<file path="src/hdl/cms_pkg.sv">
// ----------------------------------------------------------------------------
// cms_pkg
// Shared constants, types and state codes of the count-min sketch.
// ----------------------------------------------------------------------------
package cms_pkg;

  localparam int unsigned MAX_COLUMNS = 1024;
  localparam int unsigned MAX_ROWS    = 8;
  localparam int unsigned KEY_BYTES   = 8;

  localparam int unsigned COL_W   = $clog2(MAX_COLUMNS);
  localparam int unsigned ROW_W   = $clog2(MAX_ROWS);
  localparam int unsigned ADDR_W  = ROW_W + COL_W;
  localparam int unsigned DEPTH   = MAX_ROWS * MAX_COLUMNS;
  localparam int unsigned CFGC_W  = 11;
  localparam int unsigned CFGR_W  = 4;
  localparam int unsigned IDX_W   = 4;

  localparam logic [31:0] ROW_SEED_BASE = 32'hc3157a5e;
  localparam logic [31:0] MM_MUL        = 32'h5bd1e995;
  localparam logic [31:0] CNT_MAX       = 32'hffffffff;

  localparam logic [IDX_W-1:0] REG_COLUMNS = 4'd0;
  localparam logic [IDX_W-1:0] REG_ROWS    = 4'd1;

  localparam logic OP_INCREMENT = 1'b0;
  localparam logic OP_QUERY     = 1'b1;

  typedef struct packed {
    logic              start;
    logic [63:0]       key;
    logic [31:0]       seed;
    logic [CFGC_W-1:0] cols;
  } hash_req_t;

  typedef struct packed {
    logic              done;
    logic [COL_W-1:0]  col;
  } hash_rsp_t;

  typedef enum logic [3:0] {
    H_IDLE, H_K0A, H_K0B, H_K1A, H_K1B, H_H0, H_H1, H_H2, H_MOD, H_DONE
  } hst_t;

  typedef enum logic [2:0] {
    ST_CLEAR, ST_IDLE, ST_HSTART, ST_HWAIT, ST_CHECK, ST_UPDATE, ST_TOTAL, ST_OUT
  } st_t;

endpackage

</file>
<file path="src/hdl/cms_hash.sv">
// ----------------------------------------------------------------------------
// cms_hash
// Column unit: MurmurHash2 of an 8-byte key on one shared multiplier,
// then a bit-serial remainder by the column count.
// ----------------------------------------------------------------------------
module cms_hash (
  input  logic                clk,
  input  logic                rst_n,
  input  cms_pkg::hash_req_t  req,
  output cms_pkg::hash_rsp_t  rsp
);

  cms_pkg::hst_t st_r, st_nxt;
  logic [31:0] acc_r, acc_nxt;
  logic [31:0] k0_r, k0_nxt;
  logic [31:0] k1_r, k1_nxt;
  logic [31:0] hi_r, hi_nxt;
  logic [31:0] seed_r, seed_nxt;
  logic [cms_pkg::CFGC_W-1:0] div_r, div_nxt;
  logic [cms_pkg::CFGC_W-1:0] rem_r, rem_nxt;
  logic [4:0] cnt_r, cnt_nxt;
  logic [31:0] prod;
  logic [31:0] t;
  logic [cms_pkg::CFGC_W:0] trial;

  assign prod = acc_r * cms_pkg::MM_MUL;

  always_ff @(posedge clk) begin
    if (!rst_n) begin
      st_r <= cms_pkg::H_IDLE;
    end else begin
      st_r <= st_nxt;
    end
    acc_r  <= acc_nxt;
    k0_r   <= k0_nxt;
    k1_r   <= k1_nxt;
    hi_r   <= hi_nxt;
    seed_r <= seed_nxt;
    div_r  <= div_nxt;
    rem_r  <= rem_nxt;
    cnt_r  <= cnt_nxt;
  end

  always_comb begin
    st_nxt   = st_r;
    acc_nxt  = acc_r;
    k0_nxt   = k0_r;
    k1_nxt   = k1_r;
    hi_nxt   = hi_r;
    seed_nxt = seed_r;
    div_nxt  = div_r;
    rem_nxt  = rem_r;
    cnt_nxt  = cnt_r;
    t        = 32'd0;
    trial    = {rem_r, acc_r[31]};
    rsp.done = 1'b0;
    rsp.col  = rem_r[cms_pkg::COL_W-1:0];
    unique case (st_r)
      cms_pkg::H_IDLE: begin
        if (req.start) begin
          acc_nxt  = req.key[31:0];
          hi_nxt   = req.key[63:32];
          seed_nxt = req.seed;
          div_nxt  = req.cols;
          st_nxt   = cms_pkg::H_K0A;
        end
      end
      cms_pkg::H_K0A: begin
        acc_nxt = prod ^ (prod >> 24);
        st_nxt  = cms_pkg::H_K0B;
      end
      cms_pkg::H_K0B: begin
        k0_nxt  = prod;
        acc_nxt = hi_r;
        st_nxt  = cms_pkg::H_K1A;
      end
      cms_pkg::H_K1A: begin
        acc_nxt = prod ^ (prod >> 24);
        st_nxt  = cms_pkg::H_K1B;
      end
      cms_pkg::H_K1B: begin
        k1_nxt  = prod;
        acc_nxt = seed_r ^ 32'(cms_pkg::KEY_BYTES);
        st_nxt  = cms_pkg::H_H0;
      end
      cms_pkg::H_H0: begin
        acc_nxt = prod ^ k0_r;
        st_nxt  = cms_pkg::H_H1;
      end
      cms_pkg::H_H1: begin
        t       = prod ^ k1_r;
        acc_nxt = t ^ (t >> 13);
        st_nxt  = cms_pkg::H_H2;
      end
      cms_pkg::H_H2: begin
        acc_nxt = prod ^ (prod >> 15);
        rem_nxt = '0;
        cnt_nxt = 5'd31;
        st_nxt  = cms_pkg::H_MOD;
      end
      cms_pkg::H_MOD: begin
        if (trial >= {1'b0, div_r}) begin
          rem_nxt = cms_pkg::CFGC_W'(trial - {1'b0, div_r});
        end else begin
          rem_nxt = trial[cms_pkg::CFGC_W-1:0];
        end
        acc_nxt = {acc_r[30:0], 1'b0};
        cnt_nxt = cnt_r - 5'd1;
        if (cnt_r == 5'd0) begin
          st_nxt = cms_pkg::H_DONE;
        end
      end
      cms_pkg::H_DONE: begin
        rsp.done = 1'b1;
        st_nxt   = cms_pkg::H_IDLE;
      end
      default: st_nxt = cms_pkg::H_IDLE;
    endcase
  end

`ifndef SYNTHESIS
  a_done_pulse: assert property (@(posedge clk) disable iff (!rst_n)
    rsp.done |=> !rsp.done) else $error("column done held");
  a_col_range: assert property (@(posedge clk) disable iff (!rst_n)
    rsp.done |-> ({1'b0, rem_r} < {1'b0, div_r})) else $error("column beyond modulus");
  a_start_idle: assert property (@(posedge clk) disable iff (!rst_n)
    (st_r == cms_pkg::H_MOD && cnt_r == 5'd0) |=> rsp.done) else $error("no done after remainder");
`endif

endmodule

</file>
<file path="config.mk">
export PLATFORM = sky130hd
export DESIGN_NAME = cms_hash
export DESIGN_NICKNAME = d
export VERILOG_FILES = /design/src/hdl/cms_pkg.sv /design/src/hdl/cms_hash.sv
export SDC_FILE = /design/constraint.sdc
export NUM_CORES = 1
export LEC_CHECK = 0
export BUFFER_PORTS_ARGS = -buffer_cell sky130_fd_sc_hd__clkbuf_2
export CORE_UTILIZATION = 60
export CTS_BUF_LIST = sky130_fd_sc_hd__clkbuf_8 sky130_fd_sc_hd__clkbuf_16
export DETAILED_ROUTE_END_ITERATION = 8
export GPL_ROUTABILITY_DRIVEN = 0
export PLACE_DENSITY = 0.79
export REMOVE_ABC_BUFFERS = 1
export SYNTH_ARGS = -nofsm -noshare
export SYNTH_HDL_FRONTEND = slang
export SYNTH_SLANG_ARGS = --single-unit
</file>
<file path="constraint.sdc">
create_clock -name clk -period 10.68 [get_ports clk]
set_input_delay 2.136 -clock clk [delete_from_list [all_inputs] [get_ports clk]]
set_output_delay 2.136 -clock clk [all_outputs]
set_load 0.05 [all_outputs]
</file>
## Word-level counts from Yosys, hierarchy flattened

Index checks and enable logic that the tools add are counted.

- Output and inout bits: 11
- Input port bits: 110
- Logic and storage cells: 47
- Register bits: 191

- Equality and inequality tests: 11
- Multipliers: 1
- $lt $le $gt $ge: 1
- Bitwise operators: 6
- Reduce and logical (&&, ||, !) cells: 8
- Add/sub/neg operators: 2
- Mux-type cells: 9

Operator list:

| kind | number |
|---|---|
| $pmux 32 s8 | 1 |
| $xor 32x32->32 | 2 |
| $pmux 4 s9 | 1 |
| $mul 32x31->32 const B | 1 |
| $mux 32 | 1 |
| $xor 32x17->32 | 1 |
| $xor 32x19->32 | 1 |
| $xor 32x8->32 | 1 |
| $pmux 11 s2 | 1 |
| $eq 4x3->1 const B | 4 |
| $ge 12x11->1 | 1 |
| $mux 11 | 1 |
| $sub 11x11->11 | 1 |
| $pmux 5 s2 | 1 |
| $eq 4x2->1 const B | 2 |
| $eq 4x4->1 const B | 2 |
| $mux 4 | 2 |
| $reduce_bool 8->1 | 1 |
| $reduce_and 2->1 | 3 |
| $logic_not 5->1 | 1 |
| $sub 5x1->5 const B | 1 |
| $eq 4x1->1 const B | 1 |
| $logic_not 4->1 | 1 |
| $ne 2x2->1 const B | 2 |
| 4 further kinds | 4 |

## Depth between registers and ports, before layout

- Depth in word-level cells: 4
- Mapped depth: 28
- Mapped depth without buffers: 27

## Worst setup path before layout

OpenSTA, ideal clock, no wires.

- Kind: input port to flip-flop
- From: in req[107] (netlist name)
- To: reg div_r[0] (netlist name) (enable)
- Path slack: 2.519 ns
- Stages: 1
- Required time: 10.064 ns
- Path buffers: 0
- Data arrival time: 7.545 ns
- Setup time: 0.616 ns
- Cell sequence: nor3b_1

- Word-level cells in the longest chain between the ends: 1

RTL lines:

| element | line | text |
|---|---|---|
| start, declared | cms_hash.sv:9 | `input cms_pkg::hash_req_t req,` |
| $reduce_and 2->1 (no source line) | -- |  |
| end signal, assigned | cms_hash.sv:39 | `div_r <= div_nxt;` |
| end, declared | cms_hash.sv:19 | `logic [cms_pkg::CFGC_W-1:0] div_r, div_nxt;` |

No other way between the ends.
A chain may end at the register's enable or synchronous reset.

## Worst setup path after layout

- From: reg acc_r[3]
- To: reg acc_r[15] (data pin)

- Elaborated cells on any way between the ends: 7
- Classes of those cells: mul (1); mux (1); bitwise (5)

RTL lines:

| element | line | text |
|---|---|---|
| start, declared | cms_hash.sv:14 | `logic [31:0] acc_r, acc_nxt;` |
| start signal, assigned | cms_hash.sv:34 | `acc_r <= acc_nxt;` |
| $mul 32x31->32 | cms_hash.sv:26 | `assign prod = acc_r * cms_pkg::MM_MUL;` |
| named net prod[30] | cms_hash.sv:22 | `logic [31:0] prod;` |
| $xor 32x17->32 | cms_hash.sv:96 | `acc_nxt = prod ^ (prod >> 15);` |
| $pmux 32 s8 | cms_hash.sv:58 | `unique case (st_r)` |
| named net acc_nxt[15] | cms_hash.sv:14 |  |

The timed path passes the listed nets, and every way through them passes these cells.

==> impl_metrics.tcl <==
set metrics [dict create \
    status "completed" \
    worstPathMaxFanout 10 \
    critical_path_class "flip-flop to flip-flop" \
    synthTopCellsByArea "edfxtp_1 31%, fa_1 20%, ha_1 16%" \
    first_iter_violations 1443 \
    cts_tree "yes" \
    fmax_mhz 121 \
    ys_ff_latch 191 \
    rsz0062_at_grt "no" \
    area_growth_pct 8.95 \
    fin_crit_ns 8.29 \
    portBuffers 120 \
    clock-sinks 191 \
    drt_pass1_iterations 6 \
    slew_violations 0 \
    clockRootBuffer "clkbuf_16" \
    synthTopCellsByCount "384 x inv_1, 228 x ha_1, 187 x edfxtp_1" \
    clk_latency_ns 0.45 \
    cts_hold_buffers 0 \
    relSlewSlack_pct 17.9 \
    syn_area_um2 18200 \
    diodes 0 \
    ant_nets 0 \
    syn_inst 1665 \
    dieArea_um2 31100 \
    via_count 12900 \
    drc_errors 0 \
    fp.coreArea_um2 29800 \
    grt_first_pass_wirelength_um 74300 \
    drt_wl_total_um 47300 \
    clk_path_buf_depth 2 \
    critPathArrivalTime_ns 8.58 \
    wire_per_inst_um 21.7 \
    synth_edf_count 187 \
    vias_per_cell 5.93 \
    antenna_found_initial 0 \
    tightest_slew_ns 1.23 \
    endpoint_kind "flip-flop" \
    crit_path_start_kind "flip-flop" \
    grt_max_degree 61 \
    dp_hpwl_um 37000 \
    skew_ns 0.0117 \
    fin_setup_tns_ns 0 \
    yosys_warnings 0 \
    yosysMostFrequentCell "inv_1" \
    initial_core_util_pct 61.2 \
    layout-drive-gt1-share_pct 11.3 \
    fin_util_pct 66.6 \
    setup_viol 0 \
    grtUsageTotal_pct 32.4 \
    nets 2298 \
    cts_made_buffers 17 \
    synth_top_area_share_pct 30.8 \
    ys_seq_area_share_pct 31.3 \
    postCtsSetupBuffers 0 \
    h-tree-depth 4 \
    drv_cap 0 \
    cts_resized 0 \
    synth_top_flop_cell "edfxtp_1" \
    multiInputGateArea_um2 10900 \
    crit_required_ns 10.97 \
    hold_violations 0 \
    fillCellCount 2223 \
    hp-class "flip-flop to flip-flop" \
    die_x_um 176 \
    ys_async_sr_fraction_pct 0 \
    ios 121 \
    rows 63 \
    seqCellArea_um2 5700 \
    synth_top_cell_by_area "edfxtp_1" \
    syn_avg_cell_area_um2 10.9 \
    synth_cell_types 76 \
    fin_crit_sh_pct 77.6 \
    grt_pass1_vias 13700 \
    clkTransAtPathRegs_ns 0.07 \
    overflow 0 \
    die_y_um 176 \
]
[cell type report]
| type | instances | area share (%) |
|---|---|---|
| well taps | 390 | 2.46 |
| multi-input cells | 1040 | 54.8 |
| repair buffers | 144 | 3.93 |
| clock buffers | 17 | 2.14 |
| inverters | 384 | 7.26 |
| clock inverters | 14 | 0.725 |
| flip-flops and latches | 191 | 28.7 |
[worst max-delay path: stages, from the launching register on]
cell and delay [ns]:
edfxtp_1 0.81, inv_1 0.35, fa_1 0.56, inv_1 0.04, ha_1 0.33, inv_1 0.08, fa_1 0.47, inv_1 0.04
ha_1 0.18, fa_1 0.47, inv_1 0.06, fa_1 0.54, inv_1 0.05, fa_1 0.48, inv_1 0.05, fa_1 0.48
inv_1 0.04, ha_1 0.39, a21o_1 0.17, a21o_1 0.12, a21oi_1 0.07, o21ai_0 0.40, a21o_4 0.23, a311oi_4 0.15
o311ai_2 0.92, mux2_2 0.43, a21oi_1 0.20
[layout by cell type (no fill, tap or decap), types with 3 or more instances in the layout]
master,Yosys,layout
o22ai_1,3,3
nand4_1,8,8
a222oi_1,7,7
a21o_1,9,9
buf_4,10,24
a21oi_1,64,63
nor2_1,55,54
fa_1,182,182
edfxtp_1,187,187
a22oi_1,27,27
nor3_1,12,10
ha_1,228,228
inv_1,384,385
a31oi_1,6,6
clkinvlp_4,0,3
clkinv_4,0,3
xnor2_2,4,6
and3_1,4,4
o21ai_0,31,31
o211ai_1,11,11
xnor2_1,90,88
o221ai_1,11,11
nor2b_1,5,5
clkbuf_2,1,120
and2_1,7,7
a221oi_1,21,21
o21bai_1,6,6
nand2_1,65,65
a211oi_1,6,6
o21ai_1,4,4
a21boi_0,7,7
nand2b_1,10,10
nor3b_1,4,3
a211o_1,8,8
xor2_1,60,60
clkbuf_16,0,17
o31ai_1,3,3
dfxtp_1,4,4
nand3_1,24,24
o21a_1,12,12
[routing by layer]
layer | GRT usage, % | vias to the layer above | wire length [um] | part of all wire (%)
met2 | 51.5 | 707 | 22100 | 47
met4 | 18.4 | 0 | 2420 | 5.1
li1 | - | 5768 | - | -
met3 | 6.09 | 153 | 4550 | 9.6
met1 | 41.8 | 6305 | 18200 | 39
met5 | 0 | - | 0 | 0
[registers in the layout (all words and copies together), names as in the netlist]
name / count
div_r: 11
st_r: 4
rem_r: 11
acc_r: 32
cnt_r: 5
k1_r: 32
k0_r: 32
hi_r: 32
seed_r: 32
[cells by family (layout without fill, tap and decap cells)]
kind of cell / count (synthesis) / count (layout) / share of synthesized area (%)
AOI/OAI and AO/OA: 263 / 263 / 10.3
xor gates and xnor gates: 157 / 157 / 7.93
adders and majority gates: 410 / 410 / 35.7
buffers and inverters: 434 / 559 / 9.29
DFF: 191 / 191 / 31.3
muxes: 3 / 3 / 0.179
and+or+nand+nor: 207 / 207 / 5.38
[metrics by stage]
stage	cells	setup slack (ns)	cell area, um^2	hold WS, ns
2_1_floorplan	1615	2.52	18000	0.535
3_3_place_gp	2149	2.67	19300	0.553
3_5_place_dp	2149	2.61	19300	0.568
4_1_cts	2180	2.56	19900	0.590
5_1_grt	2180	2.18	19900	0.602
6_report	2180	2.39	19900	0.582
[path summary, 6_finish.rpt]
kind                                start         to  slack, ns  depth (start not counted)
worst max-delay path             acc_r[3]  acc_r[15]       2.39                         26
worst min-delay path            seed_r[1]   acc_r[1]       0.58                          2
worst max register to register   acc_r[3]  acc_r[15]       2.39                         26
worst min register to register  seed_r[1]   acc_r[1]       0.58                          2
Power is left out: the tool's default activity adds up to more than one toggle a clock period on the data nets, which glitch-free logic cannot reach.
